## src/dwm_pkg.sv

```systemverilog
// Shared types and constants for the drowsiness window monitor.
// No dependencies; compiled first.
`default_nettype none

package dwm_pkg;

  localparam int AR_W     = 16;  // eye aspect ratio, Q0.16
  localparam int RATIO_W  = 17;  // closed fraction, Q1.16
  localparam int FRAC_W   = 16;  // fraction bits of the quotient
  localparam int DROP_W   = 8;   // head drop counter
  localparam int STEP_W   = 14;
  localparam int STEADY_W = 15;
  localparam int WIN_W    = 16;
  localparam int CFG_AW   = 5;
  localparam int CFG_DW   = 32;

  // register map, index = paddr[4:2]
  typedef enum logic [2:0] {
    REG_EYE_THR    = 3'd0,
    REG_RATIO_THR  = 3'd1,
    REG_WINDOW_MS  = 3'd2,
    REG_DROP_STEP  = 3'd3,
    REG_STEADY_LIM = 3'd4,
    REG_MAX_DOWN   = 3'd5
  } cfg_reg_t;

  localparam logic [AR_W-1:0]     RST_EYE_THR    = 16'd19661;
  localparam logic [RATIO_W-1:0]  RST_RATIO_THR  = 17'd39322;
  localparam logic [WIN_W-1:0]    RST_WINDOW_MS  = 16'd2000;
  localparam logic [STEP_W-1:0]   RST_DROP_STEP  = 14'd8;
  localparam logic [STEADY_W-1:0] RST_STEADY_LIM = 15'd1;
  localparam logic [DROP_W-1:0]   RST_MAX_DOWN   = 8'd5;

  typedef struct packed {
    logic [AR_W-1:0]            ear_threshold;
    logic [RATIO_W-1:0]         ratio_threshold;
    logic [WIN_W-1:0]           window_ms;
    logic [STEP_W-1:0]          drop_step;
    logic signed [STEADY_W-1:0] steady_limit;
    logic [DROP_W-1:0]          max_down;
  } cfg_t;

  // controller -> datapath
  typedef struct packed {
    logic latch;       // capture input word
    logic calc;        // eye compare, nose step, overflow flag
    logic pop;         // drop oldest ring entry
    logic append;      // write new ring entry
    logic div_start;   // launch fraction divide
    logic hold_ratio;  // store quotient
    logic out_load;    // fill output register
  } dp_cmd_t;

  // datapath -> controller
  typedef struct packed {
    logic face;
    logic full;
    logic evict;
    logic div_busy;
  } dp_sts_t;

  typedef enum logic [7:0] {
    S_IDLE   = 8'b0000_0001,
    S_CALC   = 8'b0000_0010,
    S_APPEND = 8'b0000_0100,
    S_START  = 8'b0000_1000,
    S_EVCHK  = 8'b0001_0000,
    S_EVRD   = 8'b0010_0000,
    S_WAIT   = 8'b0100_0000,
    S_DONE   = 8'b1000_0000
  } state_t;

endpackage

`default_nettype wire

```

## src/dwm_ctrl.sv

```systemverilog
// Frame sequencer and output handshake for the drowsiness window monitor.
// Depends on dwm_pkg.
`default_nettype none

module dwm_ctrl
  import dwm_pkg::*;
(
  input  wire logic    clk,
  input  wire logic    rst_n,
  input  wire logic    in_valid,
  output      logic    in_ready,
  output      logic    out_valid,
  input  wire logic    out_ready,
  input  wire dp_sts_t sts,
  output      dp_cmd_t cmd
);

  state_t state_r, state_nxt;
  logic   out_valid_r, out_valid_nxt;

  always_comb begin
    state_nxt = state_r;
    cmd       = '0;
    in_ready  = 1'b0;
    case (state_r)
      S_IDLE: begin
        in_ready  = 1'b1;
        cmd.latch = in_valid;
        if (in_valid) begin
          state_nxt = S_CALC;
        end
      end
      S_CALC: begin
        cmd.calc  = 1'b1;
        cmd.pop   = sts.face & sts.full;  // full ring: drop oldest first
        state_nxt = sts.face ? S_APPEND : S_DONE;
      end
      S_APPEND: begin
        cmd.append = 1'b1;
        state_nxt  = S_START;
      end
      S_START: begin
        // counts include the appended entry here; read of oldest entry in flight
        cmd.div_start = 1'b1;
        state_nxt     = S_EVCHK;
      end
      S_EVCHK: begin
        if (sts.evict) begin
          cmd.pop   = 1'b1;
          state_nxt = S_EVRD;
        end else begin
          state_nxt = S_WAIT;
        end
      end
      S_EVRD: begin
        state_nxt = S_EVCHK;
      end
      S_WAIT: begin
        if (!sts.div_busy) begin
          cmd.hold_ratio = 1'b1;
          state_nxt      = S_DONE;
        end
      end
      S_DONE: begin
        if (!out_valid_r || out_ready) begin
          cmd.out_load = 1'b1;
          state_nxt    = S_IDLE;
        end
      end
      default: begin
        state_nxt = S_IDLE;
      end
    endcase
  end

  always_comb begin
    out_valid_nxt = out_valid_r;
    if (cmd.out_load) begin
      out_valid_nxt = 1'b1;
    end else if (out_ready) begin
      out_valid_nxt = 1'b0;
    end
  end

  always_ff @(posedge clk) begin
    if (!rst_n) begin
      state_r     <= S_IDLE;
      out_valid_r <= 1'b0;
    end else begin
      state_r     <= state_nxt;
      out_valid_r <= out_valid_nxt;
    end
  end

  assign out_valid = out_valid_r;

endmodule

`default_nettype wire

```

## config.mk

```make
export PLATFORM = sky130hd
export DESIGN_NAME = dwm_ctrl
export DESIGN_NICKNAME = d
export VERILOG_FILES = /design/src/dwm_pkg.sv /design/src/dwm_ctrl.sv
export SDC_FILE = /design/constraint.sdc
export NUM_CORES = 1
export LEC_CHECK = 0
export CAP_MARGIN = 20
export CORE_AREA = 2 2 39 41
export CTS_BUF_LIST = sky130_fd_sc_hd__clkbuf_8 sky130_fd_sc_hd__clkbuf_16
export DETAILED_ROUTE_END_ITERATION = 6
export DIE_AREA = 0 0 41 43
export DONT_BUFFER_PORTS = 1
export GPL_TIMING_DRIVEN = 0
export HOLD_SLACK_MARGIN = 0.03
export REMOVE_ABC_BUFFERS = 1
export SLEW_MARGIN = 10
export SYNTH_ARGS = -nofsm -noshare
export SYNTH_HDL_FRONTEND = slang
export SYNTH_SLANG_ARGS = --single-unit
```

## constraint.sdc

```tcl
create_clock -name clk -period 1.2 [get_ports clk]
set_input_delay 0 -clock clk [delete_from_list [all_inputs] [get_ports clk]]
set_output_delay 0 -clock clk [all_outputs]
set_load 0.05 [all_outputs]
```

==> results of run 1 <==
-- how the worst max path moves through the flow --
stage / start / to / slack (ns) / cells after the start
2_1_floorplan: state_r[2] / cmd[1] / -0.85 / 3
3_3_place_gp: state_r[2] / cmd[1] / -0.99 / 3
3_5_place_dp: state_r[2] / cmd[1] / -0.50 / 3
4_1_cts: state_r[5] / cmd[4] / -0.51 / 3
5_1_grt: state_r[5] / cmd[4] / -0.62 / 3
6_report: state_r[5] / cmd[0] / -0.59 / 5
-- synthesized netlist by cell type, types with 2 or more instances --
cell      number
nor4_1         2
nand2b_1       2
a21oi_1        2
dfxtp_1        9
nand2_1        8
nor2b_1        2
nor3_1         2
nor4b_1        2
inv_1          4
xnor2_1        2
nor2_1         9
-- per-stage QoR --
step	worst slack (ns)	power, mW	TNS, ns	utilization (%)	std cells
floorplan	-0.849	0.450	-4.33	-	64
global placement	-0.988	0.465	-6.04	40.9	80
detailed placement	-0.497	0.473	-4.85	42.0	80
CTS	-0.515	0.924	-4.97	74.1	106
global route	-0.617	1.00	-6.96	79.2	110
finish	-0.587	0.983	-6.30	79.2	110
-- where the power goes --
part	switching [mW]	internal [mW]	total (mW)	leakage [nW]
Combinational	0.171	0.116	0.287	0.318
Sequential	0.0256	0.294	0.320	0.0790
Clock	0.147	0.229	0.376	0.0255
Total	0.343	0.639	0.983	0.423
-- cell families (layout without fill, tap and decap cells) --
family	Yosys count	count (layout)
DFF	9	9
AOI/OAI and AO/OA	11	11
xor gates and xnor gates	3	3
and+or+nand+nor	37	37
buffers and inverters	5	34
-- state kept, by name, indices dropped and copies added (netlist names) --
| register | flops |
|---|---|
| state_r | 8 |
| out_valid | 1 |
-- routing by layer --
metal  GRT usage (%)  vias up  part of all wire (%)
met5               0        -                     0
met4            12.7        0                   4.0
met3            7.33       11                   4.2
met2            43.8       24                    50
met1            29.7      319                    42
li1                -      297                     -
-- worst max-delay path, delay by kind of cell, from the launching register on --
kind / cells / cell delay (ns)
flops: 1 / 0.35
buf+inv: 2 / 0.30
simple gates: 3 / 0.90
-- area by class of cell --
type	instances	area [sq um]	area share, %
Multi-Input combinational cell	51	561	51.1
Clock buffer	3	41.3	3.77
Inverter	4	18.8	1.71
Clock inverter	1	5.00	0.457
Timing Repair Buffer	26	239	21.8
Sequential cell	9	211	19.3
Tap cell	16	20.0	1.83
-- cells in the final DEF, fill, tap and decap left out, drive strengths merged, types with 2 or more instances in the layout --
cell | netlist | routed
dfxtp | 9 | 9
nand2b | 3 | 3
and4b | 2 | 2
nor4 | 3 | 3
dlygate4sd3 | 0 | 4
buf | 1 | 22
a21oi | 3 | 3
clkbuf | 0 | 3
nor4b | 2 | 2
nor3 | 2 | 2
nand2 | 8 | 8
xnor2 | 2 | 2
inv | 4 | 3
nor2 | 9 | 9
nor2b | 2 | 2
-- timing repair --
item,in CTS,in global routing
gates cloned,0,0
gates resized for setup,56,11
hold buffers,4,0
buffers inserted,18,6
pin swaps,13,9
endpoints found under the hold margin,5,0
endpoints found under the setup margin,16,17
==> flow_summary_export.csv, run 1 <==
group,metric,value,unit
floorplanning,core,1380,sq um
critical_path,r2r_setup_slack,-0.54,ns
critical_path,crit_required,1.20,ns
layout,final_area,1100,sq um
synthesis,synth.distinct_cells,32,
synthesis,synth_area_leader_cell,"dfxtp_1",
clocking,h-tree-depth,1,
timing,final.setup_skew,0.00434,ns
min_path,holdPathStages,3,
placed_design,gp_congestion,0.715,
floorplanning,start_util,40.0,%
grt,grt_antenna_before_repair,0,
timing,relSlewSlack,62.3,%
clocking,clock-root-buffer,"clkbuf_8",
synthesis,ys_warn_count,0,
grt,grt_pass1_vias,642,
critical_path,slowest_stage,"nor2b_4",
synthesis,yosysTopAreaCellShare,32.6,%
timing,hold_ws,0.0484,ns
timing,setup_violations,17,
synthesis,synth.ff_latch_count,9,
clocking,clkTransAtPathRegs,0.05,ns
layout,num_antenna_cells,0,
timing,post-route-min-period,1.79,ns
grt,grt_max_degree,8,
route,via_per_inst,5.92,
placed_design,hpwl,872,um
synthesis,synth_compound_area_share,15.8,%
placed_design,numPortBuffers,0,
synthesis,syn_area_per_cell,8.51,sq um
synthesis,synth_top_family_by_area,"simple AND/OR/NAND/NOR gates",
route,firstDrtPassIters,4,
min_path,hold_class,"input pin to register",
clocking,clk_latency,0.24,ns
layout,syn2layout_area_growth,98.2,%
timing,min_period_over_period,149,%
synthesis,yosys.area_share.simple,42.8,%
floorplanning,pin_count,17,
critical_path,crit_path_start_kind,"register",
clocking,cts_inserted_buffers,3,
job,maxCapViolCount,0,
critical_path,path_class,"register to output port",
timing,worst_slew_pin_slew,0.565,ns
pwr,vdd_drop_max,0.714,mV
pwr,p_per_area,896,nW/um^2
route,drc_errors,0,
layout,nets,103,
layout,n_fill_cell,77,
critical_path,slowest_delay,0.37,ns
synthesis,yosys.area_share.xor_xnor,4.75,%
synthesis,synth-edff-count,0,
synthesis,synth_adder_area_share,0,%
synthesis,synth_cells,65,
route,drt_iter0_markers,5,
timing,setup_ws,-0.587,ns
synthesis,ys_seq_area_share,32.6,%
grt,grt_usage,26.6,%
critical_path,r2r_cells,10,
route,wirelength,2.15,mm
timing,hold_viol,0,
synthesis,netlist_top_cells_area,"dfxtp_1 33%, nor2_1 6.1%, nand2_1 5.4%",
run_status,status,"complete, but fails checks",
min_path,hp-start,"sts[0]",
grt,grt_pass1_wl,3.08,mm
critical_path,r2r-start,"state_r[5]",
route,detail_route.wl_per_cell,19.6,um
clocking,cts_sinks,9,
critical_path,reg2reg_to,"state_r[3]",
placed_design,postPlaceCellArea,581,sq um
clocking,cts_tree,"yes",
timing,rsz0062_at_grt,"true",
floorplanning,fp.dieArea,1760,sq um
synthesis,synth_flop_cell,"dfxtp_1",
critical_path,cp_common_cell,"buf_6",
route,vias,651,
route,antenna_left,0,
critical_path,cp.arrival,1.79,ns
layout,drive_above_1_share,71.3,%
synthesis,synthArstFlopShare,0,%
synthesis,synth_mux_area_share,0,%
floorplanning,fp.dieW,41,um
timing,max_freq,560,MHz
floorplanning,dieHeight,43,um
synthesis,syn_area,553,sq um
floorplanning,core.rowCount,14,
critical_path,crit_chain,"nor4_4 > buf_6 > buf_6 > nand4b_1 > nor2b_4",
min_path,hold_end,"state_r[7]",
critical_path,crit_fanout,4,
timing,drv_slew,0,
pwr,p_leak,0.423,nW
clocking,clock_path_buffers,2,
grt,gr-total-overflow,0,
critical_path,end_kind,"output port",
run_status,violations,"setup timing",
Note: power is estimated with default switching activity, not from simulation.
==> run 2, diff against run 1 <==
ABC_AREA = 1   (was unset)
==> run 2 against run 1 <==
Net effect:
- the run still ends with setup timing left
- flip-flop and latch count is the same
- clock skew shrank 0.0038 ns
- maximum frequency grew 20%
- non-clock buffer count shrank 13
- largest power group unchanged
==> flow_summary_export.csv, run 2 <==
group,metric,value,unit
clocking,clk_latency,0.24,ns
synthesis,yosysTopAreaCellShare,32.4,%
critical_path,slowest_stage,"nor2_4",
route,drt_iter0_markers,12,
layout,nets,112,
critical_path,crit_path_start_kind,"register",
placed_design,gp_congestion,0.755,
floorplanning,core,1380,sq um
timing,min_period_over_period,124,%
synthesis,yosys-top-cells-count,"20 x nor2_1, 16 x nand2_1, 12 x inv_1, 9 x dfxtp_1, 7 x nand3_1",
floorplanning,fp.dieArea,1760,sq um
synthesis,synth.ff_latch_count,9,
clocking,clkTransAtPathRegs,0.05,ns
layout,num_antenna_cells,0,
grt,grt_pass1_vias,498,
timing,rsz0062_at_grt,"true",
pwr,p_leak,0.378,nW
synthesis,synth_cells,87,
grt,grt_antenna_before_repair,0,
timing,relSlewSlack,73.9,%
synthesis,synthArstFlopShare,0,%
placed_design,hpwl,895,um
synthesis,ys_warn_count,0,
timing,worst_slew_pin_slew,0.390,ns
route,firstDrtPassIters,4,
route,antenna_left,0,
floorplanning,core.rowCount,14,
route,via_per_inst,4.78,
layout,drive_above_1_share,53.4,%
grt,grt_usage,17.5,%
critical_path,r2r_cells,9,
run_status,status,"complete, but fails checks",
critical_path,crit_required,1.20,ns
synthesis,synth_area_leader_cell,"dfxtp_1",
layout,instances_no_fill,119,
route,vias,569,
timing,hold_viol,0,
layout,postLayoutCoreUtil,62.6,%
clocking,cts_inserted_buffers,3,
route,drc_errors,0,
timing,max_freq,671,MHz
floorplanning,pin_count,17,
synthesis,synth.distinct_cells,17,
timing,setup_violations,9,
critical_path,end_kind,"output port",
critical_path,path_buf_inv,0,
timing,final.setup_skew,0.000520,ns
layout,largest_register_ffs,8,
synthesis,ys_seq_area_share,32.4,%
critical_path,cp_top_family,"simple AND/OR/NAND/NOR gates",
critical_path,crit_chain,"nor2_4 > nand2_4 > nor2_4 > nand3_2 > nand2_4",
layout,final_cell_mix,"11 x nor2_1, 10 x nor2_4, 10 x nand2_1",
floorplanning,start_util,40.2,%
grt,gr-total-overflow,0,
pwr,vdd_drop_max,0.725,mV
layout,layout_commonest_cell,"nor2_1",
clocking,cts_sinks,9,
pwr,p_per_area,996,nW/um^2
synthesis,syn_area,557,sq um
clocking,cts_tree,"yes",
placed_design,placed_cells,104,
floorplanning,dieHeight,43,um
synthesis,synth-edff-count,0,
clocking,clock_path_buffers,2,
layout,top_register,"state_r",
synthesis,synth.most_common_cell,"nor2_1",
grt,grt_pass1_wl,1.99,mm
route,detail_route.wl_per_cell,11.4,um
layout,syn2layout_area_growth,55.5,%
layout,n_fill_cell,118,
timing,post-route-min-period,1.49,ns
run_status,violations,"setup timing",
critical_path,crit_fanout,4,
critical_path,slowest_delay,0.35,ns
synthesis,syn_area_per_cell,6.40,sq um
timing,drv_slew,0,
min_path,holdPathStages,3,
placed_design,numPortBuffers,0,
floorplanning,fp.dieW,41,um
critical_path,path_class,"register to output port",
route,wirelength,1.36,mm
synthesis,netlist_top_cells_area,"dfxtp_1 32%, nor2_1 13%, nand2_1 11%",
clocking,clock-root-buffer,"clkbuf_8",
critical_path,worst-path-stages,5,
grt,grt_max_degree,7,
min_path,hold_class,"input pin to register",
job,maxCapViolCount,0,
synthesis,synth_flop_cell,"dfxtp_1",
clocking,h-tree-depth,1,
timing,setup_ws,-0.291,ns
critical_path,cp.arrival,1.49,ns
[run 2: changes by cell type in the layout (fill, tap and decap cells not counted), sizes merged, moves of 2 or more]
cell / change
nor2: +19
buf: -14
inv: +12
nand2: +12
nand3: +7
nand2b: -3
a21oi: -2
and4b: -2
nor2b: -2
nor4b: -2
xnor2: -2
[run 2: through the flow]
stage               hold slack, ns  power (mW)  setup TNS, ns  instance area (sq um)  setup slack (ns)
detailed placement          0.0931       0.448          -2.20                    581            -0.433
finish                      0.0549       0.863          -1.43                    866            -0.291
CTS                         0.0551       0.858          -1.54                    825            -0.303
floorplan                   0.0842       0.434          -2.30                    549            -0.625
global route                0.0610       0.898          -2.02                    866            -0.356
global placement            0.0953       0.448          -3.15                    569            -0.684
[run 2: worst reg2reg max path, delay by kind of cell, from the launching register on]
family | cells | cell delay (ns)
simple gates | 8 | 0.88
flops | 1 | 0.33
buf+inv | 1 | 0.14
[run 2: path summary, 6_finish.rpt]
check / from / endpoint / slack (ns)
setup / recovery: state_r[6] / cmd[4] / -0.29
hold / removal: sts[0] / state_r[6] / 0.05
setup reg to reg: state_r[6] / state_r[0] / -0.27
hold reg to reg: state_r[3] / state_r[2] / 0.57
[run 2: layout make-up]
cell class | instances | area, sq um | share of cell area, %
Multi-Input combinational cell | 62 | 419 | 48.4
Sequential cell | 9 | 194 | 22.4
Timing Repair Buffer | 13 | 123 | 14.2
Inverter | 15 | 65.1 | 7.51
Clock buffer | 3 | 41.3 | 4.77
Tap cell | 16 | 20.0 | 2.31
Clock inverter | 1 | 3.75 | 0.434
[run 2: repair_timing]
action,CTS,global route
buffers inserted,6,0
endpoints found under the setup margin,13,13
hold buffers,5,0
hold endpoints to repair,8,0
gates resized for setup,30,15
gates cloned,0,0
pin swaps,17,12
[run 2: metal layers]
layer  GRT usage [%]  vias up  share of wire (%)
li1                -      297                  -
met1            21.9      250                 44
met2            24.1       17                 46
met3            4.19        5                5.7
met4            14.0        0                3.5
met5               0        -                  0
[run 2: power by group]
| part | total [mW] | switching, mW | internal (mW) | leakage (nW) |
|---|---|---|---|---|
| clock network | 0.353 | 0.129 | 0.224 | 0.0269 |
| logic | 0.191 | 0.130 | 0.0610 | 0.274 |
| registers | 0.319 | 0.0116 | 0.308 | 0.0770 |
[run 2: logic make-up after synthesis]
group / count (synthesis) / synth area share (%)
AO/OA/AOI/OAI: 2 / 2.25
buffers and inverters: 16 / 11.5
flip-flops: 9 / 32.4
AND/OR/NAND/NOR: 60 / 53.9
==> run 3, diff against run 2 <==
clock period = 1.5 ns   (was 1.2 ns; I/O delays follow)
==> run 3 against run 2 <==
Net effect:
- register-to-register slack improved by 0.31 ns
- worst setup slack improved by 0.27 ns
- global-route usage decreased by 1.2 points
- sequential power decreased by 20%
- the flow still finishes with violations (setup timing)
- first-iteration DRC count decreased by 50%
- via count decreased by 0.53%
- clock-buffer cell count unchanged
- routed wire length decreased by 4.4%
- cell area decreased by 7.1%
- clock skew increased by 0.0028 ns
==> flow_summary_export.csv, run 3 (synthesis gave the netlist of run 2 again) <==
group,metric,value,unit
critical_path,r2r_cells,10,
clocking,clkTransAtPathRegs,0.05,ns
grt,grt_pass1_wl,1.81,mm
placed_design,placed_cells,104,
grt,grt_pass1_vias,458,
layout,regArea,188,sq um
grt,grtUsageMet1,19.7,%
critical_path,r2r_setup_slack,0.04,ns
timing,post-route-min-period,1.52,ns
placed_design,postPlaceCellArea,581,sq um
grt,met2_usage,21.3,%
grt,met3_usage,6.28,%
floorplanning,core,1380,sq um
min_path,holdPathStages,3,
clocking,cts_sinks,9,
route,firstDrtPassIters,4,
critical_path,path_class,"register to output port",
floorplanning,start_util,40.2,%
layout,largest_register_ffs,8,
critical_path,crit_fanout,5,
pwr,p_per_area,827,nW/um^2
floorplanning,core.rowCount,14,
layout,multi_input_area,365,sq um
pwr,p_leak,0.361,nW
layout,num_antenna_cells,0,
min_path,hp-start,"sts[0]",
timing,hold_viol,0,
run_status,violations,"setup timing",
route,antenna_left,0,
route,drt_iter0_markers,6,
min_path,hold_end,"state_r[6]",
route,wirelength,1.30,mm
timing,setup_violations,1,
timing,worst_slew_pin_slew,0.417,ns
clocking,h-tree-depth,1,
layout,top_register,"state_r",
timing,setup_ws,-0.0221,ns
clocking,cts_tree,"yes",
timing,min_period_over_period,101,%
timing,final.setup_skew,0.00334,ns
critical_path,crit_required,1.50,ns
placed_design,hpwl,895,um
timing,relSlewSlack,72.2,%
layout,final_cell_mix,"15 x nor2_1, 14 x nand2_1, 13 x inv_1",
floorplanning,pin_count,17,
layout,instances_no_fill,120,
clocking,clk_latency,0.24,ns
grt,grt_max_degree,7,
layout,syn2layout_area_growth,44.5,%
route,drc_errors,0,
layout,n_fill_cell,127,
grt,grt_antenna_before_repair,0,
run_status,status,"complete, but fails checks",
pwr,power,0.665,mW
grt,grt_usage,16.3,%
route,vias,566,
floorplanning,fp.dieArea,1760,sq um
timing,rsz0062_at_grt,"true",
floorplanning,fp.dieW,41,um
placed_design,gp_congestion,0.755,
critical_path,reg2reg_to,"state_r[5]",
layout,layout_commonest_cell,"nor2_1",
grt,gr-total-overflow,0,
layout,drive_above_1_share,39.4,%
critical_path,end_kind,"output port",
timing,max_freq,657,MHz
clocking,clock_path_buffers,2,
timing,drv_slew,0,
clocking,clock-root-buffer,"clkbuf_8",
critical_path,r2r-start,"state_r[6]",
pwr,vdd_drop_max,0.600,mV
floorplanning,dieHeight,43,um
layout,final_area,805,sq um
job,maxCapViolCount,0,
grt,grt-busiest-layer,"met2",
critical_path,crit_path_start_kind,"register",
critical_path,cp.arrival,1.52,ns
min_path,hold_class,"input pin to register",
clocking,cts_inserted_buffers,3,
route,detail_route.wl_per_cell,10.8,um
placed_design,numPortBuffers,0,
route,via_per_inst,4.72,
layout,nets,113,
## run 3: report_power, final
group | leakage (nW) | internal, mW | switching (mW)
Sequential | 0.0759 | 0.247 | 0.00812
Clock | 0.0269 | 0.179 | 0.105
Combinational | 0.258 | 0.0369 | 0.0892
## run 3: final cells by class
type / count / area share [%]
Tap cell: 16 / 2.49
Timing Repair Buffer: 14 / 16.2
Sequential cell: 9 / 23.3
Inverter: 15 / 7.00
Multi-Input combinational cell: 62 / 45.4
Clock inverter: 1 / 0.467
Clock buffer: 3 / 5.13
## run 3: per-stage QoR
step	setup slack (ns)	utilization, %	hold WS [ns]	setup TNS (ns)
after CTS	-0.141	49.7	0.0561	-0.364
after floorplan	-0.325	-	0.0842	-0.421
after global placement	-0.384	41.1	0.0953	-0.764
final	-0.0221	58.1	0.0534	-0.0221
after detailed placement	-0.133	42.0	0.0931	-0.263
after global routing	-0.0861	58.1	0.0610	-0.171
## run 3: worst max path at each step
stage | startpoint | end | slack (ns) | depth (start not counted)
2_1_floorplan | out_valid | out_valid | -0.33 | 5
3_3_place_gp | out_valid | out_valid | -0.38 | 5
3_5_place_dp | state_r[7] | state_r[5] | -0.13 | 9
4_1_cts | state_r[2] | cmd[4] | -0.14 | 5
5_1_grt | state_r[2] | cmd[4] | -0.09 | 5
6_report | state_r[6] | cmd[4] | -0.02 | 5
## run 3: worst max-delay path, cell delays in order, from the launching register on
cell     delay [ns]
dfxtp_2        0.33
nor2_4         0.14
nand2_4        0.10
nor2_4         0.35
nand3_2        0.17
nand2_4        0.19
## run 3: repair_timing
item	CTS	global route
endpoints found under the setup margin	5	7
pin swaps	1	9
hold buffers	5	0
gates resized for setup	4	17
hold endpoints to repair	7	0
buffers inserted	0	7
## run 3: per-layer routing
metal | part of all wire [%] | vias to the layer above
met5 | 0 | -
met4 | 3.9 | 0
met3 | 5.9 | 5
met2 | 47 | 16
met1 | 43 | 245
li1 | - | 300
